[config.mk]
export PLATFORM = sky130hd
export DESIGN_NAME = utf8_to_utf32_decoder
export DESIGN_NICKNAME = d
export VERILOG_FILES = /design/src/rtl/u8d_pkg.sv /design/src/rtl/u8d_step.sv /design/src/rtl/u8d_out_fifo.sv /design/src/rtl/utf8_to_utf32_decoder.sv
export SDC_FILE = /design/constraint.sdc
export NUM_CORES = 1
export LEC_CHECK = 0
export ABC_AREA = 1
export BUFFER_PORTS_ARGS = -buffer_cell sky130_fd_sc_hd__buf_2
export CAP_MARGIN = 20
export CORE_MARGIN = 3
export CORE_UTILIZATION = 40
export CTS_BUF_LIST = sky130_fd_sc_hd__clkbuf_8
export DETAILED_ROUTE_END_ITERATION = 12
export GPL_TIMING_DRIVEN = 0
export SYNTH_ARGS = -nofsm -noshare
export SYNTH_HDL_FRONTEND = slang
export SYNTH_SLANG_ARGS = --single-unit
[constraint.sdc]
create_clock -name clk -period 5.3 [get_ports clk]
set_input_delay 0.265 -clock clk [delete_from_list [all_inputs] [get_ports clk]]
set_output_delay 0.265 -clock clk [all_outputs]
set_load 0.02 [all_outputs]
[src/rtl/u8d_pkg.sv]
// Shared types and constants for the UTF-8 to UTF-32 decoder.
// No dependencies; every other file of the decoder imports this package.
package u8d_pkg;

    localparam int BYTE_W = 8;
    localparam int CP_W   = 21;
    localparam int REM_W  = 2;

    // Lead byte classification masks and match values.
    localparam logic [BYTE_W-1:0] ASCII_MASK = 8'h80;
    localparam logic [BYTE_W-1:0] ASCII_VAL  = 8'h00;
    localparam logic [BYTE_W-1:0] LEAD2_MASK = 8'hE0;
    localparam logic [BYTE_W-1:0] LEAD2_VAL  = 8'hC0;
    localparam logic [BYTE_W-1:0] LEAD3_MASK = 8'hF0;
    localparam logic [BYTE_W-1:0] LEAD3_VAL  = 8'hE0;
    localparam logic [BYTE_W-1:0] LEAD4_MASK = 8'hF8;
    localparam logic [BYTE_W-1:0] LEAD4_VAL  = 8'hF0;

    typedef enum logic [1:0] {
        ST_OK        = 2'd0,
        ST_BAD_LEAD  = 2'd1,
        ST_TRUNCATED = 2'd2
    } status_t;

    typedef struct packed {
        logic [REM_W-1:0] bytes_remaining;
        logic [CP_W-1:0]  accumulator;
        logic             discarding;
    } dec_state_t;

    typedef struct packed {
        logic [CP_W-1:0] code_point;
        status_t         status;
        logic            stream_done;
    } dec_result_t;

endpackage

[src/rtl/u8d_step.sv]
// Combinational decode step: one byte plus the current decoder state gives the
// next state and at most one result word. Depends on u8d_pkg.
module u8d_step (
    input  logic [7:0]          in_byte,
    input  logic                end_of_stream,
    input  u8d_pkg::dec_state_t state_cur,
    output u8d_pkg::dec_state_t state_nxt,
    output logic                res_valid,
    output u8d_pkg::dec_result_t res
);
    import u8d_pkg::*;

    always_comb
    begin
        logic [CP_W-1:0]  acc_shift;
        logic [REM_W-1:0] rem_dec;

        acc_shift = {state_cur.accumulator[CP_W-7:0], in_byte[5:0]};
        rem_dec   = state_cur.bytes_remaining - REM_W'(1);

        state_nxt       = state_cur;
        res_valid       = 1'b0;
        res.code_point  = '0;
        res.status      = ST_OK;
        res.stream_done = 1'b0;

        priority if (state_cur.discarding)
        begin
            res_valid = 1'b0;
        end
        else if (state_cur.bytes_remaining != '0)
        begin
            // Continuation byte; its top two bits are not checked.
            state_nxt.accumulator     = acc_shift;
            state_nxt.bytes_remaining = rem_dec;
            if (rem_dec == '0)
            begin
                res_valid       = 1'b1;
                res.code_point  = acc_shift;
                res.stream_done = end_of_stream;
            end
            else if (end_of_stream)
            begin
                res_valid       = 1'b1;
                res.status      = ST_TRUNCATED;
                res.stream_done = 1'b1;
            end
        end
        else if ((in_byte & ASCII_MASK) == ASCII_VAL)
        begin
            res_valid       = 1'b1;
            res.code_point  = CP_W'(in_byte);
            res.stream_done = end_of_stream;
        end
        else if ((in_byte & LEAD2_MASK) == LEAD2_VAL ||
                 (in_byte & LEAD3_MASK) == LEAD3_VAL ||
                 (in_byte & LEAD4_MASK) == LEAD4_VAL)
        begin
            priority if ((in_byte & LEAD2_MASK) == LEAD2_VAL)
            begin
                state_nxt.accumulator     = CP_W'(in_byte[4:0]);
                state_nxt.bytes_remaining = REM_W'(1);
            end
            else if ((in_byte & LEAD3_MASK) == LEAD3_VAL)
            begin
                state_nxt.accumulator     = CP_W'(in_byte[3:0]);
                state_nxt.bytes_remaining = REM_W'(2);
            end
            else
            begin
                state_nxt.accumulator     = CP_W'(in_byte[2:0]);
                state_nxt.bytes_remaining = REM_W'(3);
            end
            if (end_of_stream)
            begin
                res_valid       = 1'b1;
                res.status      = ST_TRUNCATED;
                res.stream_done = 1'b1;
            end
        end
        else
        begin
            res_valid            = 1'b1;
            res.status           = ST_BAD_LEAD;
            res.stream_done      = 1'b1;
            state_nxt.discarding = 1'b1;
        end

        // The end of a stream always returns the decoder to its reset state.
        if (end_of_stream)
        begin
            state_nxt = '0;
        end
    end

endmodule

[src/rtl/u8d_out_fifo.sv]
// Two-entry output buffer with a registered head; it keeps the result side
// from stalling the input side unless both entries are full. Depends on u8d_pkg.
module u8d_out_fifo (
    input  logic                 clk,
    input  logic                 rst_n,
    input  logic                 push,
    input  u8d_pkg::dec_result_t din,
    output logic                 space,
    output logic                 out_valid,
    input  logic                 out_ready,
    output u8d_pkg::dec_result_t dout,
    output logic [1:0]           count
);
    import u8d_pkg::*;

    logic [1:0]  count_reg, count_next;
    dec_result_t head_reg, head_next;
    dec_result_t tail_reg, tail_next;
    logic        pop;

    assign pop       = out_valid && out_ready;
    assign out_valid = (count_reg != 2'd0);
    assign space     = (count_reg != 2'd2);
    assign dout      = head_reg;
    assign count     = count_reg;

    always_comb
    begin
        count_next = count_reg;
        head_next  = head_reg;
        tail_next  = tail_reg;
        unique case ({push, pop})
            2'b01:
            begin
                head_next  = tail_reg;
                count_next = count_reg - 2'd1;
            end
            2'b10:
            begin
                if (count_reg == 2'd0)
                begin
                    head_next = din;
                end
                else
                begin
                    tail_next = din;
                end
                count_next = count_reg + 2'd1;
            end
            2'b11:
            begin
                if (count_reg == 2'd1)
                begin
                    head_next = din;
                end
                else
                begin
                    head_next = tail_reg;
                    tail_next = din;
                end
            end
            default:
            begin
                count_next = count_reg;
            end
        endcase
    end

    always_ff @(posedge clk or negedge rst_n)
    begin
        if (!rst_n)
        begin
            count_reg <= 2'd0;
        end
        else
        begin
            count_reg <= count_next;
        end
    end

    always_ff @(posedge clk)
    begin
        head_reg <= head_next;
        tail_reg <= tail_next;
    end

endmodule

[src/rtl/utf8_to_utf32_decoder.sv]
// UTF-8 to UTF-32 streaming decoder, top level. Uses u8d_pkg, u8d_step, u8d_out_fifo.
// Each byte is registered in the input stage and its result word in the output buffer.
// Throughput: one byte per cycle while the output buffer has space; the decode step is
// one pass of mask-and-shift logic between the input register and the two-entry buffer.
// Reset (rst_n, asynchronous, active low) empties both stages and clears the decoder
// state: no pending sequence, zero accumulator, not discarding.
module utf8_to_utf32_decoder (
    input  logic        clk,
    input  logic        rst_n,
    // Slave side: one UTF-8 byte per word.
    input  logic        s_axis_tvalid,
    output logic        s_axis_tready,
    input  logic [7:0]  s_axis_tdata,   // [7:0] in_byte
    input  logic        s_axis_tlast,   // end_of_stream
    // Master side: one decoded result per word.
    output logic        m_axis_tvalid,
    input  logic        m_axis_tready,
    output logic [23:0] m_axis_tdata,   // [20:0] code_point, [23:21] zero
    output logic [1:0]  m_axis_tuser,   // [1:0] status
    output logic        m_axis_tlast    // stream_done
);
    import u8d_pkg::*;

    // Input stage: one byte waiting to be decoded.
    logic       in_valid_reg, in_valid_next;
    logic [7:0] in_byte_reg;
    logic       in_eos_reg;

    // Decoder state, updated when the held byte is consumed.
    dec_state_t state_reg, state_next;
    dec_state_t step_state;

    dec_result_t step_res;
    dec_result_t fifo_dout;
    logic        step_res_valid;
    logic        fifo_space;
    logic        fifo_push;
    logic [1:0]  fifo_count;
    logic        advance;
    logic        s_accept;

    u8d_step u_step (
        .in_byte       (in_byte_reg),
        .end_of_stream (in_eos_reg),
        .state_cur     (state_reg),
        .state_nxt     (step_state),
        .res_valid     (step_res_valid),
        .res           (step_res)
    );

    // The held byte moves on unless it has a result and the buffer is full.
    // The buffer's fullness is registered, so m_axis_tready never reaches
    // s_axis_tready through logic.
    assign advance       = in_valid_reg && (!step_res_valid || fifo_space);
    assign s_axis_tready = !in_valid_reg || advance;
    assign s_accept      = s_axis_tvalid && s_axis_tready;
    assign fifo_push     = advance && step_res_valid;

    u8d_out_fifo u_out_fifo (
        .clk       (clk),
        .rst_n     (rst_n),
        .push      (fifo_push),
        .din       (step_res),
        .space     (fifo_space),
        .out_valid (m_axis_tvalid),
        .out_ready (m_axis_tready),
        .dout      (fifo_dout),
        .count     (fifo_count)
    );

    assign m_axis_tdata = {3'b000, fifo_dout.code_point};
    assign m_axis_tuser = fifo_dout.status;
    assign m_axis_tlast = fifo_dout.stream_done;

    always_comb
    begin
        in_valid_next = in_valid_reg;
        if (s_accept)
        begin
            in_valid_next = 1'b1;
        end
        else if (advance)
        begin
            in_valid_next = 1'b0;
        end
        state_next = advance ? step_state : state_reg;
    end

    always_ff @(posedge clk or negedge rst_n)
    begin
        if (!rst_n)
        begin
            in_valid_reg <= 1'b0;
            state_reg    <= '0;
        end
        else
        begin
            in_valid_reg <= in_valid_next;
            state_reg    <= state_next;
        end
    end

    always_ff @(posedge clk)
    begin
        if (s_accept)
        begin
            in_byte_reg <= s_axis_tdata;
            in_eos_reg  <= s_axis_tlast;
        end
    end

`ifndef SYNTHESIS
    // Discarding only starts from an idle sequence and never alongside one.
    a_discard_idle: assert property (@(posedge clk) disable iff (!rst_n)
        state_reg.discarding |-> (state_reg.bytes_remaining == '0))
        else $error("discarding while a sequence is pending");

    // Consuming the last byte of a stream leaves the decoder fully cleared.
    a_eos_clears: assert property (@(posedge clk) disable iff (!rst_n)
        (advance && in_eos_reg) |=> (state_reg == '0))
        else $error("state not cleared after end of stream");

    // The output buffer is never pushed while full.
    a_no_overflow: assert property (@(posedge clk) disable iff (!rst_n)
        fifo_push |-> (fifo_count != 2'd2))
        else $error("push into a full output buffer");

    // Error results carry a zero code point and end the stream.
    a_error_shape: assert property (@(posedge clk) disable iff (!rst_n)
        (fifo_push && (step_res.status != ST_OK)) |->
            (step_res.stream_done && (step_res.code_point == '0)))
        else $error("malformed error result");

    // No result is produced while bytes are being dropped.
    a_discard_silent: assert property (@(posedge clk) disable iff (!rst_n)
        (in_valid_reg && state_reg.discarding) |-> !step_res_valid)
        else $error("result produced while discarding");
`endif

endmodule

==> run_results.csv <==
group,metric,value,unit
global_routing,grt_pass1_wl,11.9,mm
pwr,power,2.53,mW
cells_and_area,drive_above_1_share,20.1,%
synthesis,synthCells,348,
sta,fmax,325,MHz
sta,worst_slew_pin_slew,0.543,ns
cells_and_area,postLayoutCellArea,4140,sq um
worst_hold_path,hold_start,"s_axis_tdata[1]",
clock_tree,htree_levels,3,
clock_tree,clk_pin_slew_worst_paths,0.08,ns
synthesis,synth-main-ff-cell,"edfxtp_1",
placement,placed_area,3950,sq um
cells_and_area,final_util,48.9,%
pwr,p_leak,1.91,nW
clock_tree,hold_buffers,1,
sta,worst_slack,2.22,ns
die,rows,33,
critical_path,critPathMaxFanout,10,
synthesis,synth_warnings,0,
cells_and_area,fin_cells,512,
pwr,ir_worst_vdd,0.221,mV
synthesis,ys_ff_latch,78,
synthesis,synth_largest_area_cell,"edfxtp_1",
global_routing,grt_pass1_vias,2480,
routing,drt-vias-per-instance,4.89,
routing,wl_per_cell,13.8,um
sta,period_share,58.1,%
clock_tree,postCtsResizedCells,0,
sta,skew,0.00899,ns
global_routing,gr-total-overflow,0,
sta,holdWs,0.0831,ns
worst_hold_path,min_to,"in_byte_reg[1]",
routing,vias,2505,
die,io_pins,42,
clock_tree,numCtsBuffers,9,
die,chipWidth,101,um
critical_path,reg2reg_slack,2.22,ns
synthesis,synth-edff-count,57,
synthesis,ys_top_cells_by_area,"edfxtp_1 48%, dfrtp_1 15%, inv_1 6.8%, nand2_1 6.8%, nor2_1 3.4%",
sta,relSlewSlack,63.8,%
global_routing,antenna_found_initial,0,
synthesis,async_flop_share,26.9,%
clock_tree,post_cts_buffers,0,
job,cap_violations,0,
synthesis,synthDominantCellAreaShare,47.8,%
clock_tree,clk_latency,0.36,ns
synthesis,synth_cell_type_count,31,
critical_path,crit_type,"flop to flop",
die,dieArea,10100,sq um
clock_tree,cts_tree,"yes",
placement,port_buffers,38,
sta,finalSetupTns,0,ns
die,die_h,101,um
placement,placed_cells,495,
critical_path,ff2ff_path_depth,15,
clock_tree,cts-root-buf,"clkbuf_8",
cells_and_area,syn_to_final_growth,15.6,%
critical_path,cp_data_required_time,5.39,ns
synthesis,syn_area,3580,sq um
sta,setup_viol,0,
pwr,p_per_area,611,nW/um^2
sta,min_period,3.08,ns
global_routing,grt_start_max_net_pins,22,
sta,rsz0062_at_grt,"false",
routing,firstDrtPassIters,4,
die,core_area,8460,sq um
cells_and_area,finalNetCount,421,
critical_path,r2r-start,"in_byte_reg[7]",
synthesis,seq_area_frac_synth,62.5,%
placement,post-dp-hpwl,5.16,mm
sta,hold_viol_final,0,
critical_path,crit_arrival,3.17,ns
worst_hold_path,min_path_cells,1,
synthesis,synth_common_cells,"65 x inv_1, 65 x nand2_1, 57 x edfxtp_1",
global_routing,grt_use_total,15.4,%
placement,dp_slack,2.25,ns
clock_tree,clockBufferDepth,2,
sta,drv_slew,0,
cells_and_area,diodes,0,
routing,drt_iter0_drc,128,
synthesis,synth.avg_cell_area,10.3,sq um
die,start_util,42.3,%
worst_hold_path,hold_class,"input port to flop",
critical_path,r2r_end,"u_out_fifo.dout[9]",
routing,wl,7.08,mm
critical_path,cp-start-kind,"flop",
status,status,"completed",
placement,routabilityCongestion,0.903,
routing,drtAntennaViolNets,0,
routing,drc,0,
clock_tree,cts.sinks,78,
critical_path,worstSetupEndpointType,"flop",
worst max-delay path, stage by stage (launching register included):
cell and delay (ns):
edfxtp_1 0.47, inv_2 0.09, nor2_4 0.10, nand2_1 0.09, nand3_2 0.10, nand2_2 0.06, nand2_2 0.07, nand2_4 0.06
nand3_1 0.10, inv_1 0.09, ha_1 0.26, nor2_1 0.28, nor2_1 0.18, nor2_1 0.40, buf_2 0.33, o22ai_1 0.13
how the worst max path moves through the flow:
| stage | startpoint | depth (start not counted) | slack [ns] | end |
|---|---|---|---|---|
| after floorplan | in_byte_reg[7] | 12 | 1.58 | u_out_fifo.tail_reg[0] |
| after global placement | in_byte_reg[7] | 12 | 0.59 | u_out_fifo.tail_reg[14] |
| after detailed placement | in_byte_reg[7] | 15 | 2.25 | u_out_fifo.dout[11] |
| after CTS | in_byte_reg[7] | 15 | 2.24 | u_out_fifo.dout[9] |
| after global routing | in_byte_reg[7] | 15 | 1.97 | u_out_fifo.dout[23] |
| final | in_byte_reg[7] | 15 | 2.22 | u_out_fifo.dout[9] |
per-layer routing:
metal  GRT usage (%)  vias to the layer above  part of all wire, %
met3            2.70                       17                  5.0
met5               0                        -                    0
met4            9.22                        0                  3.5
met1            20.8                     1145                   47
met2            23.3                       80                   44
li1                -                     1263                    -
power breakdown:
part,internal (mW),leakage (nW),switching [mW],total [mW]
registers,1.00,0.839,0.0833,1.09
clock network,0.181,0.0922,0.221,0.402
logic,0.318,0.977,0.722,1.04
layout make-up:
class                           count  area [sq um]
Fill cell                         799          4330
Sequential cell                    78          2240
Multi-Input combinational cell    191          1030
Inverter                           68           255
Timing Repair Buffer               41           230
Clock buffer                       10           138
Tap cell                          105           131
Buffer                             13          81.3
Clock inverter                      6          36.3
cell usage in the layout (no fill, tap or decap), drive strengths merged, types with 6 or more instances in the layout:
master   n
nand2   70
inv     69
edfxtp  57
buf     50
nor2    34
dfrtp   21
o21ai   21
nand4   18
clkbuf  13
nor3    10
o22ai    9
o32ai    8
ha       6
nand3    6
kinds of logic after synthesis:
| family | Yosys count | share of synthesized area [%] |
|---|---|---|
| adders and majority gates | 6 | 2.10 |
| other | 1 | 0.105 |
| and+or+nand+nor | 138 | 18.1 |
| DFF | 78 | 62.5 |
| xor gates and xnor gates | 1 | 0.245 |
| AOI/OAI and AO/OA | 43 | 7.48 |
| buffers and inverters | 81 | 9.41 |
Power figures use the tool's default switching activity.
